$ cat src/hw/rtl/sdh_ram.sv
// generic single-write, single-read ram with registered read data
module sdh_ram #(
  parameter int WIDTH = 8,
  parameter int DEPTH = 16
) (
  input  logic                     clk,
  input  logic                     we,
  input  logic [$clog2(DEPTH)-1:0] waddr,
  input  logic [WIDTH-1:0]         wdata,
  input  logic                     re,
  input  logic [$clog2(DEPTH)-1:0] raddr,
  output logic [WIDTH-1:0]         rdata
);

  logic [WIDTH-1:0] mem [DEPTH];

  always_ff @(posedge clk) begin
    if (we) begin
      mem[waddr] <= wdata;
    end
    if (re) begin
      rdata <= mem[raddr];
    end
  end

endmodule

$ cat config.mk
export PLATFORM = sky130hd
export DESIGN_NAME = sdh_ram
export DESIGN_NICKNAME = d
export VERILOG_FILES = /design/src/hw/rtl/sdh_ram.sv
export SDC_FILE = /design/constraint.sdc
export NUM_CORES = 1
export LEC_CHECK = 0
export BUFFER_PORTS_ARGS = -buffer_cell sky130_fd_sc_hd__buf_2
export CAP_MARGIN = 20
export CORE_MARGIN = 3
export CORE_UTILIZATION = 40
export DETAILED_ROUTE_END_ITERATION = 7
export GPL_ROUTABILITY_DRIVEN = 0
export GPL_TIMING_DRIVEN = 0
export PLACE_DENSITY_LB_ADDON = 0.15
export SLEW_MARGIN = 10
export SYNTH_ARGS = -nofsm -noshare
export SYNTH_HDL_FRONTEND = slang
export SYNTH_SLANG_ARGS = --single-unit
$ cat constraint.sdc
create_clock -name clk -period 2.9 [get_ports clk]
set_input_delay 0.435 -clock clk [delete_from_list [all_inputs] [get_ports clk]]
set_output_delay 0.435 -clock clk [all_outputs]
set_load 0.005 [all_outputs]
==> key figures <==
Run status
  • Status: completed

Setup path
  • R2R Setup Slk: 1.32 ns
  • Crit path max fanout: 8
  • Worst EP arrival: between 1.5 and 2 ns
  • WP data required: about 2.9 ns
  • FF-to-FF End: rdata[0]
  • CP endpoint kind: flop
  • Crit-path slowest cell: nor2_1
  • Critical Path Start Type: input pin
  • Crit path cell chain: buf_2 -> or3b_2 -> nor2_1
  • Critical path class: in2reg
  • R2r worst-path depth: 3
  • R2R Path Start: mem[5][0]
  • Setup crit start: waddr[2]
  • Critical Path Max Stage Delay: roughly 0.67 ns

Clocking
  • Total CTS buffers: 17
  • Post-cts sizing count: 0
  • Hold Buf Count CTS: 0
  • Max Root-Sink Buffers: 2
  • Clock Sinks: 136
  • H-tree levels: 4
  • Clock root buffer: clkbuf_16
  • Setup Buffers After CTS: 0
  • Clk_lat worst skew: about 0.41 ns
  • CTS tree: done
  • CTS clock-pin slew for the worst setup and hold paths: 0.06 ns

Synthesis
  • Gate Count Post-Synth: about 230
  • Top post-synthesis cells by count: edfxtp_1, mux4_2, a22oi_1, mux4_1, nor2_1
  • Cell taking the most area after synthesis: edfxtp_1
  • #FFs+latches synth: roughly 140
  • Netlist Area Pre-Place: about 0.0052 sq mm
  • Sequential-to-total area share from yosys stat: 0.781
  • Count of cell types in the netlist: 18
  • Synth async-reset ratio: 0
  • Ys flop type: edfxtp_1
  • Post-Syn Nets: ~250
  • Top post-synthesis cells by area: edfxtp_1, mux4_2, mux4_1, a22oi_1, nor2_1
  • Top cell type's share of synthesized area: 0.781
  • Avg Cell Area, Syn: ~23 sq um
  • YS warnings: 0
  • Cell with the most instances after synthesis: edfxtp_1
  • EDFF count, synth: 136

Global route
  • Vias in the first global route: 2473
  • First-pass GRT wire length: 15400 um
  • Total congestion overflow: 0
  • Initial antenna violation count: 0
  • Largest net degree at the start of global routing: 17
  • GRT Total Usage: 0.152

Finish
  • Nets: a little under 300
  • Layout cell share with drive strength beyond 1: 0.303
  • Area Overhead vs Synth: 18.6%
  • ANT cells: 0
  • Filler cell count: between 1000 and 1500

Drt
  • Routed Antenna Nets: 0
  • DRC: 0
  • Via count: around 2400
  • DRT iter0 DRCs: between 100 and 150
  • Routed length per instance: around 22 um
  • Routed wire length: 10200 um
  • Drt via density: 5.19
  • First-pass detailed-route iteration total: 4

Place
  • Place WS: approximately 0.73 ns
  • DP Wirelength: around 6600 um
  • Port Buffers: 25

Min path
  • Hold Path Origin: re
  • Worst hold path class: in2reg
  • Hold path depth: 1
  • Hold EP: rdata[5]

STA
  • Min Tclk post-route: between 1.5 and 2 ns
  • Slew @ Worst Pin: about 0.87 ns
  • Fmax: just under 0.6 GHz
  • Crit share post-route: 0.596
  • Clock Skew: about 0.0049 ns
  • Slew HR: 0.421
  • Final setup violation count: 0
  • RSZ-0062 raised after global routing: false
  • Final WS setup: approximately 1.2 ns
  • Final Max Slew Viols: 0
  • Setup TNS Final: 0 ns
  • Hold Fails Final Rpt: 0

Floorplan
  • Placement Rows: between 40 and 50
  • I/O Pins: 27
  • Starting Density: 0.411
  • Die Wd: ~120 um
  • CORE AREA: 0.0127 sq mm
  • Die ar.: approximately 0.014 sq mm
  • Die Height: between 100 and 150 um

Power and ir drop
  • Power Dens Cells: 745 mW/mm^2
  • Leak: 2.06 nW
  • Peak VDD IR: 0.416 mV

Run
  • Max_cap viols: 0
-- layer usage --
layer / track usage / vias up / wire [um]
met5: 0 / - / 0
met4: 0.0446 / 0 / 97
met3: 0.0449 / 7 / 341
met2: 0.238 / 48 / 5090
met1: 0.210 / 1253 / 4700
li1: - / 1074 / -
-- worst max path at each step --
stage / slack, ns / cells past startpoint / endpoint
6_report: 1.17 / 3 / mem[3][5]
5_1_grt: 1.10 / 3 / mem[2][6]
4_1_cts: 1.15 / 3 / mem[2][6]
3_5_place_dp: 0.73 / 3 / mem[2][4]
3_3_place_gp: 0.35 / 3 / mem[0][4]
2_1_floorplan: 0.97 / 2 / mem[0][0]
-- registers in the layout, indices dropped and copies added, names as in the netlist --
| register | count |
|---|---|
| mem | 128 |
| rdata | 8 |
-- layout make-up --
class | count | area (sq um) | share of cell area
clock inverters | 14 | 183 | 0.0295
clock buffers | 17 | 425 | 0.0686
repair buffers | 27 | 138 | 0.0222
multi-input cells | 83 | 1070 | 0.172
flip-flops and latches | 136 | 4080 | 0.659
well taps | 172 | 215 | 0.0347
plain buffers | 10 | 86.3 | 0.0139
-- worst max-delay path, delay by kind of cell --
kind | cells | cell delay [ns]
AND/OR/NAND/NOR | 2 | 1.21
buffers and inverters | 1 | 0.11
-- through the flow --
stage | power [W] | hold slack (ns) | utilization | cells | area [sq um]
after CTS | 0.00466 | 0.351 | 0.487 | 459 | 6200
after detailed placement | 0.00248 | 0.750 | 0.439 | 428 | 5590
after global placement | 0.00247 | 0.739 | 0.438 | 426 | 5570
final | 0.00462 | 0.358 | 0.487 | 459 | 6200
after floorplan | 0.00238 | 0.534 | - | 229 | 5230
after global routing | 0.00475 | 0.358 | 0.487 | 459 | 6200
-- report_power, final --
part	internal [W]	switching (W)	leakage, nW
clock network	0.00142	0.000759	0.290
logic	0.0000857	0.000125	0.531
registers	0.00222	0.00000870	1.24
total	0.00372	0.000893	2.06
-- logic make-up after synthesis --
| family | after synthesis | synth area share |
|---|---|---|
| buffers and inverters | 10 | 0.0165 |
| flip-flops | 136 | 0.781 |
| multiplexers | 32 | 0.148 |
| AO/OA/AOI/OAI | 16 | 0.0230 |
| AND/OR/NAND/NOR | 35 | 0.0314 |
-- layout by cell type (no fill, tap or decap), types with 3 or more instances in the layout --
cell type and n:
clkinvlp_4 3, mux4_1 14, clkinv_2 3, a22oi_1 16, buf_6 3, buf_2 29, edfxtp_1 136, clkbuf_16 17
mux4_2 18, nand2_1 9, nor2_1 13, bufinv_16 4, clkdlybuf4s25_2 3
(Power assumes the default switching activity.)
