--- src/hw/rtl/sdh_pkg.sv ---
// shared constants, codes and types of the site dedup hash set
package sdh_pkg;

  // bucket count must be a power of two: the bucket is the low bits of the hash
  localparam int BUCKETS     = 4096;
  localparam int NODES       = 16384;
  localparam int BUCKET_BITS = $clog2(BUCKETS);
  localparam int NODE_BITS   = $clog2(NODES);
  localparam int CNT_BITS    = $clog2(NODES + 1);
  localparam int POS_BITS    = 31;
  localparam int STRAND_BITS = 8;
  localparam int KEY_BITS    = POS_BITS + STRAND_BITS;
  localparam int UCOUNT_BITS = 15;

  localparam logic [31:0] MIX_MUL = 32'h045d9f3b;

  typedef enum logic {
    CMD_INSERT = 1'b0,
    CMD_CLEAR  = 1'b1
  } cmd_t;

  typedef enum logic [1:0] {
    ST_NEW     = 2'd0,
    ST_DUP     = 2'd1,
    ST_FULL    = 2'd2,
    ST_CLEARED = 2'd3
  } status_t;

  typedef enum logic [2:0] {
    S_IDLE,
    S_HASH,
    S_HEAD,
    S_WALK,
    S_FINISH,
    S_INIT
  } state_t;

  // one node of the pool: key, owning bucket and link to the next node
  typedef struct packed {
    logic [KEY_BITS-1:0]    key;
    logic [BUCKET_BITS-1:0] bucket;
    logic                   link_valid;
    logic [NODE_BITS-1:0]   link;
  } node_t;

  // result of the hash pipeline
  typedef struct packed {
    logic                   done;
    logic [BUCKET_BITS-1:0] bucket;
  } hash_res_t;

endpackage

--- src/hw/rtl/sdh_hash.sv ---
// four-stage hash pipeline from (position, strand) to bucket index
module sdh_hash (
  input  logic                              clk,
  input  logic                              rst,
  input  logic                              start,
  input  logic [sdh_pkg::POS_BITS-1:0]      position,
  input  logic [sdh_pkg::STRAND_BITS-1:0]   strand,
  output sdh_pkg::hash_res_t                res
);

  logic [31:0] pos_w;
  logic [31:0] seed;
  logic [31:0] h0;
  logic [31:0] h1;
  logic [31:0] h2;
  logic [31:0] x0;
  logic [31:0] x1;
  logic [31:0] x2;
  logic [2:0]  vld;
  logic        done;
  logic [sdh_pkg::BUCKET_BITS-1:0] bucket;

  // pos*31 as shift and subtract
  assign pos_w = {1'b0, position};
  assign seed  = (pos_w << 5) - pos_w + {24'd0, strand};
  assign x0    = h0 ^ (h0 >> 16);
  assign x1    = h1 ^ (h1 >> 16);
  assign x2    = h2 ^ (h2 >> 16);

  always_ff @(posedge clk) begin
    if (rst) begin
      vld  <= '0;
      done <= 1'b0;
    end else begin
      vld  <= {vld[1:0], start};
      done <= vld[2];
    end
    if (start) begin
      h0 <= seed;
    end
    h1     <= x0 * sdh_pkg::MIX_MUL;
    h2     <= x1 * sdh_pkg::MIX_MUL;
    bucket <= x2[sdh_pkg::BUCKET_BITS-1:0];
  end

  assign res.done   = done;
  assign res.bucket = bucket;

endmodule

--- config.mk ---
export PLATFORM = sky130hd
export DESIGN_NAME = sdh_hash
export DESIGN_NICKNAME = d
export VERILOG_FILES = /design/src/hw/rtl/sdh_pkg.sv /design/src/hw/rtl/sdh_hash.sv
export SDC_FILE = /design/constraint.sdc
export NUM_CORES = 1
export LEC_CHECK = 0
export ABC_CLOCK_PERIOD_IN_PS = 9700
export BUFFER_PORTS_ARGS = -buffer_cell sky130_fd_sc_hd__buf_2
export CORE_MARGIN = 2
export CORE_UTILIZATION = 50
export DETAILED_ROUTE_END_ITERATION = 10
export GPL_TIMING_DRIVEN = 0
export PLACE_DENSITY = 0.66
export SLEW_MARGIN = 40
export SYNTH_ARGS = -nofsm -noshare
export SYNTH_HDL_FRONTEND = slang
export SYNTH_SLANG_ARGS = --single-unit
--- constraint.sdc ---
create_clock -name clk -period 9.7 [get_ports clk]
set_input_delay 0.97 -clock clk [delete_from_list [all_inputs] [get_ports clk]]
set_output_delay 0.97 -clock clk [all_outputs]
set_load 0.05 [all_outputs]
==> out/metrics.yaml <==
run_status: "finished, final reports clean"
synth.lib_cells_used.distinct: 70
grt_util_all_layers: 0.241
slew_headroom: 0.443
largest_net_degree_at_the_start_of_global_routing: 34
timing.final.setup_violations: 0
detailedRoute.firstPassIterationCount: 5
final.hold.worst_slack_ns: 0.424
post-route-drc-count: 0
place_hpwl_mm: 45.3
synthesis.instances: 2245
max_cap_violations: 0
syn2layout_area_growth_pct: 6.37
clock_latency_ns: 0.39
rsz_0062_raised_after_global_routing: "false"
fin_ws_ns: 1.59
criticalPathCategory: "reg -> reg"
tritoncts.num_buffers: 9
yosys_warnings: 0
globalRoute.totalOverflow: 0
ys_seq_area_frac: 0.111
fin_area_um2: 22900
cts_repair_resize_count: 0
synth-main-ff-cell: "sky130_fd_sc_hd__dfxtp_1"
crit_buf_inv: 6
timing.fmax_ghz: 0.123
initial_core_util: 0.504
final-seq-area_um2: 2400
die-area_um2: 44800
route.detailed.vias_per_inst: 5.01
die_y_um: 212
edff_count_synth: 32
wl_per_cell_um: 17.6
design.core.area_um2: 42800
report.final.hold_viol_count: 0
multi_input_gate_area_um2: 16300
finClkSkew_ns: 0.0110
syn_area_um2: 21600
cts.path.max_buffers: 2
gp_congestion: 0.944
end_kind: "flop"
post-route-min-period_ns: 8.11
final_layout_size_suffix_gt1_frac: 0.0518
routed_wirelength_mm: 50.3
ctsRootBufferMaster: "sky130_fd_sc_hd__clkbuf_16"
cts_htree_levels: 3
place.port_buffers: 54
clkTransAtPathRegs_ns: 0.07
cts_tree: "built"
ctsHoldBuffers: 0
start_kind: "flop"
tightest_slew_ns: 0.834
cts_setup_buffers: 0
floorplan.io_pins: 55
place_ws_ns: 1.77
synth.avg_cell_area_um2: 9.61
numClockSinks: 104
timing.critical_path.max_delay_family: "adder cells"
synth-seq-cells: 104
grt_antenna_before_repair: 0
drt.antenna.violating_nets: 0
final.fill_count: 3853
number_of_standard_cell_rows_in_the_floorplan: 76
die_w_um: 212
critical_path.max_stage_delay_ns: 0.61
slew_violations: 0
final_net_count: 3088
hp-class: "reg -> reg"
synth_nets: 3023
final_min_period_over_clock_period: 0.836
postSynth.asyncResetShare: 0
crit_path_top_delay_cell: "sky130_fd_sc_hd__edfxtp_1"
required_ns: 9.99
setup_total_negative_slack_ns: 0
grt_pass1_vias: 16141
diodes: 0
placedInstanceArea_um2: 22600
critPathMaxFanout: 9
vias: 14340
number_of_drc_markers_in_iteration_0: 547
grt_first_pass_wirelength_mm: 81.1
timing.critical_path.arrival_ns: 8.40
[synthesized netlist by cell type, types with 6 or more instances]
cell type | n | share of area
sky130_fd_sc_hd__and3_1 | 8 | 0.0023
sky130_fd_sc_hd__inv_1 | 792 | 0.14
sky130_fd_sc_hd__nor2_1 | 57 | 0.0099
sky130_fd_sc_hd__a211oi_1 | 7 | 0.0024
sky130_fd_sc_hd__edfxtp_1 | 32 | 0.045
sky130_fd_sc_hd__ha_1 | 362 | 0.21
sky130_fd_sc_hd__nand2_1 | 50 | 0.0087
sky130_fd_sc_hd__o211ai_1 | 7 | 0.0024
sky130_fd_sc_hd__o21bai_1 | 9 | 0.0031
sky130_fd_sc_hd__xor2_1 | 70 | 0.028
sky130_fd_sc_hd__dfxtp_1 | 72 | 0.067
sky130_fd_sc_hd__nor2b_1 | 11 | 0.0032
sky130_fd_sc_hd__fa_1 | 374 | 0.35
sky130_fd_sc_hd__nor3_1 | 19 | 0.0044
sky130_fd_sc_hd__a21o_1 | 25 | 0.0087
sky130_fd_sc_hd__nand3_1 | 14 | 0.0032
sky130_fd_sc_hd__o21ai_1 | 7 | 0.0016
sky130_fd_sc_hd__xnor2_1 | 125 | 0.051
sky130_fd_sc_hd__a21oi_1 | 66 | 0.015
sky130_fd_sc_hd__a31oi_1 | 6 | 0.0017
sky130_fd_sc_hd__o21a_1 | 14 | 0.0049
sky130_fd_sc_hd__o21ai_0 | 23 | 0.0053
[final timing paths]
| check | from | endpoint | slack [ns] | depth (start not counted) |
|---|---|---|---|---|
| hold reg to reg | h2[11] | bucket[11] | 0.42 | 1 |
| hold / removal | h2[11] | bucket[11] | 0.42 | 1 |
| setup / recovery | h0[20] | h1[31] | 1.59 | 25 |
| setup reg to reg | h0[20] | h1[31] | 1.59 | 25 |
[per-stage QoR]
stage,util,instances
floorplan,-,2245
global placement,0.526,2845
detailed placement,0.529,2845
CTS,0.535,2861
global route,0.536,2861
finish,0.536,2861
[registers in the layout (all words and copies together) (netlist names)]
signal / flops
bucket: 12
vld: 3
h2: 24
h0: 32
h1: 32
done: 1
[layout make-up]
cell class | instances | share of cell area
Sequential cell | 104 | 0.105
Clock buffer | 9 | 0.00981
Buffer | 8 | 0.00180
Multi-Input combinational cell | 1341 | 0.710
Clock inverter | 7 | 0.00229
Tap cell | 546 | 0.0298
Timing Repair Buffer | 54 | 0.0118
Inverter | 792 | 0.130
[worst register-to-register path: stages (launching register included)]
cell and delay (ns):
sky130_fd_sc_hd__edfxtp_1 0.61, sky130_fd_sc_hd__xnor2_1 0.55, sky130_fd_sc_hd__inv_1 0.40, sky130_fd_sc_hd__ha_1 0.47
sky130_fd_sc_hd__ha_1 0.23, sky130_fd_sc_hd__a21o_1 0.20, sky130_fd_sc_hd__ha_1 0.24, sky130_fd_sc_hd__inv_1 0.08
sky130_fd_sc_hd__fa_1 0.44, sky130_fd_sc_hd__fa_1 0.41, sky130_fd_sc_hd__inv_1 0.09, sky130_fd_sc_hd__fa_1 0.44
sky130_fd_sc_hd__fa_1 0.54, sky130_fd_sc_hd__inv_1 0.05, sky130_fd_sc_hd__fa_1 0.47, sky130_fd_sc_hd__inv_1 0.04
sky130_fd_sc_hd__ha_1 0.25, sky130_fd_sc_hd__clkbuf_1 0.26, sky130_fd_sc_hd__nand2_1 0.11, sky130_fd_sc_hd__or3_1 0.39
sky130_fd_sc_hd__nor4_1 0.62, sky130_fd_sc_hd__o211ai_1 0.39, sky130_fd_sc_hd__a31oi_1 0.34, sky130_fd_sc_hd__o21ai_0 0.11
sky130_fd_sc_hd__nand2b_1 0.13, sky130_fd_sc_hd__xnor2_1 0.17
[layer usage]
layer / GRT usage / vias up / part of all wire
li1: - / 6865 / -
met1: 0.246 / 7066 / 0.36
met2: 0.474 / 295 / 0.55
met3: 0.0273 / 114 / 0.025
met4: 0.130 / 0 / 0.058
met5: 0 / - / 0
[placed cells by master (no fill, tap or decap), types with 23 or more instances in the layout]
master                     synthesis  routed
sky130_fd_sc_hd__inv_1           792     792
sky130_fd_sc_hd__o21ai_0          23      23
sky130_fd_sc_hd__ha_1            362     362
sky130_fd_sc_hd__nand2_1          50      50
sky130_fd_sc_hd__buf_2             1      55
sky130_fd_sc_hd__a21oi_1          66      66
sky130_fd_sc_hd__dfxtp_1          72      72
sky130_fd_sc_hd__edfxtp_1         32      32
sky130_fd_sc_hd__nor2_1           57      57
sky130_fd_sc_hd__xor2_1           70      55
sky130_fd_sc_hd__a21o_1           25      25
sky130_fd_sc_hd__xnor2_1         125     123
sky130_fd_sc_hd__fa_1            374     374
[logic make-up (layout without fill, tap and decap cells)]
group | count (synthesis) | after routing | synth area share
compound gates | 213 | 213 | 0.0679
xor+xnor | 196 | 196 | 0.0799
fa+ha+maj | 736 | 736 | 0.557
buf+inv | 800 | 870 | 0.140
flops | 104 | 104 | 0.111
mux | 2 | 2 | 0.000928
simple gates | 194 | 194 | 0.0432
Power is not shown: default switching activity piles up to over one toggle a cycle in this logic, so the estimate is an artifact.
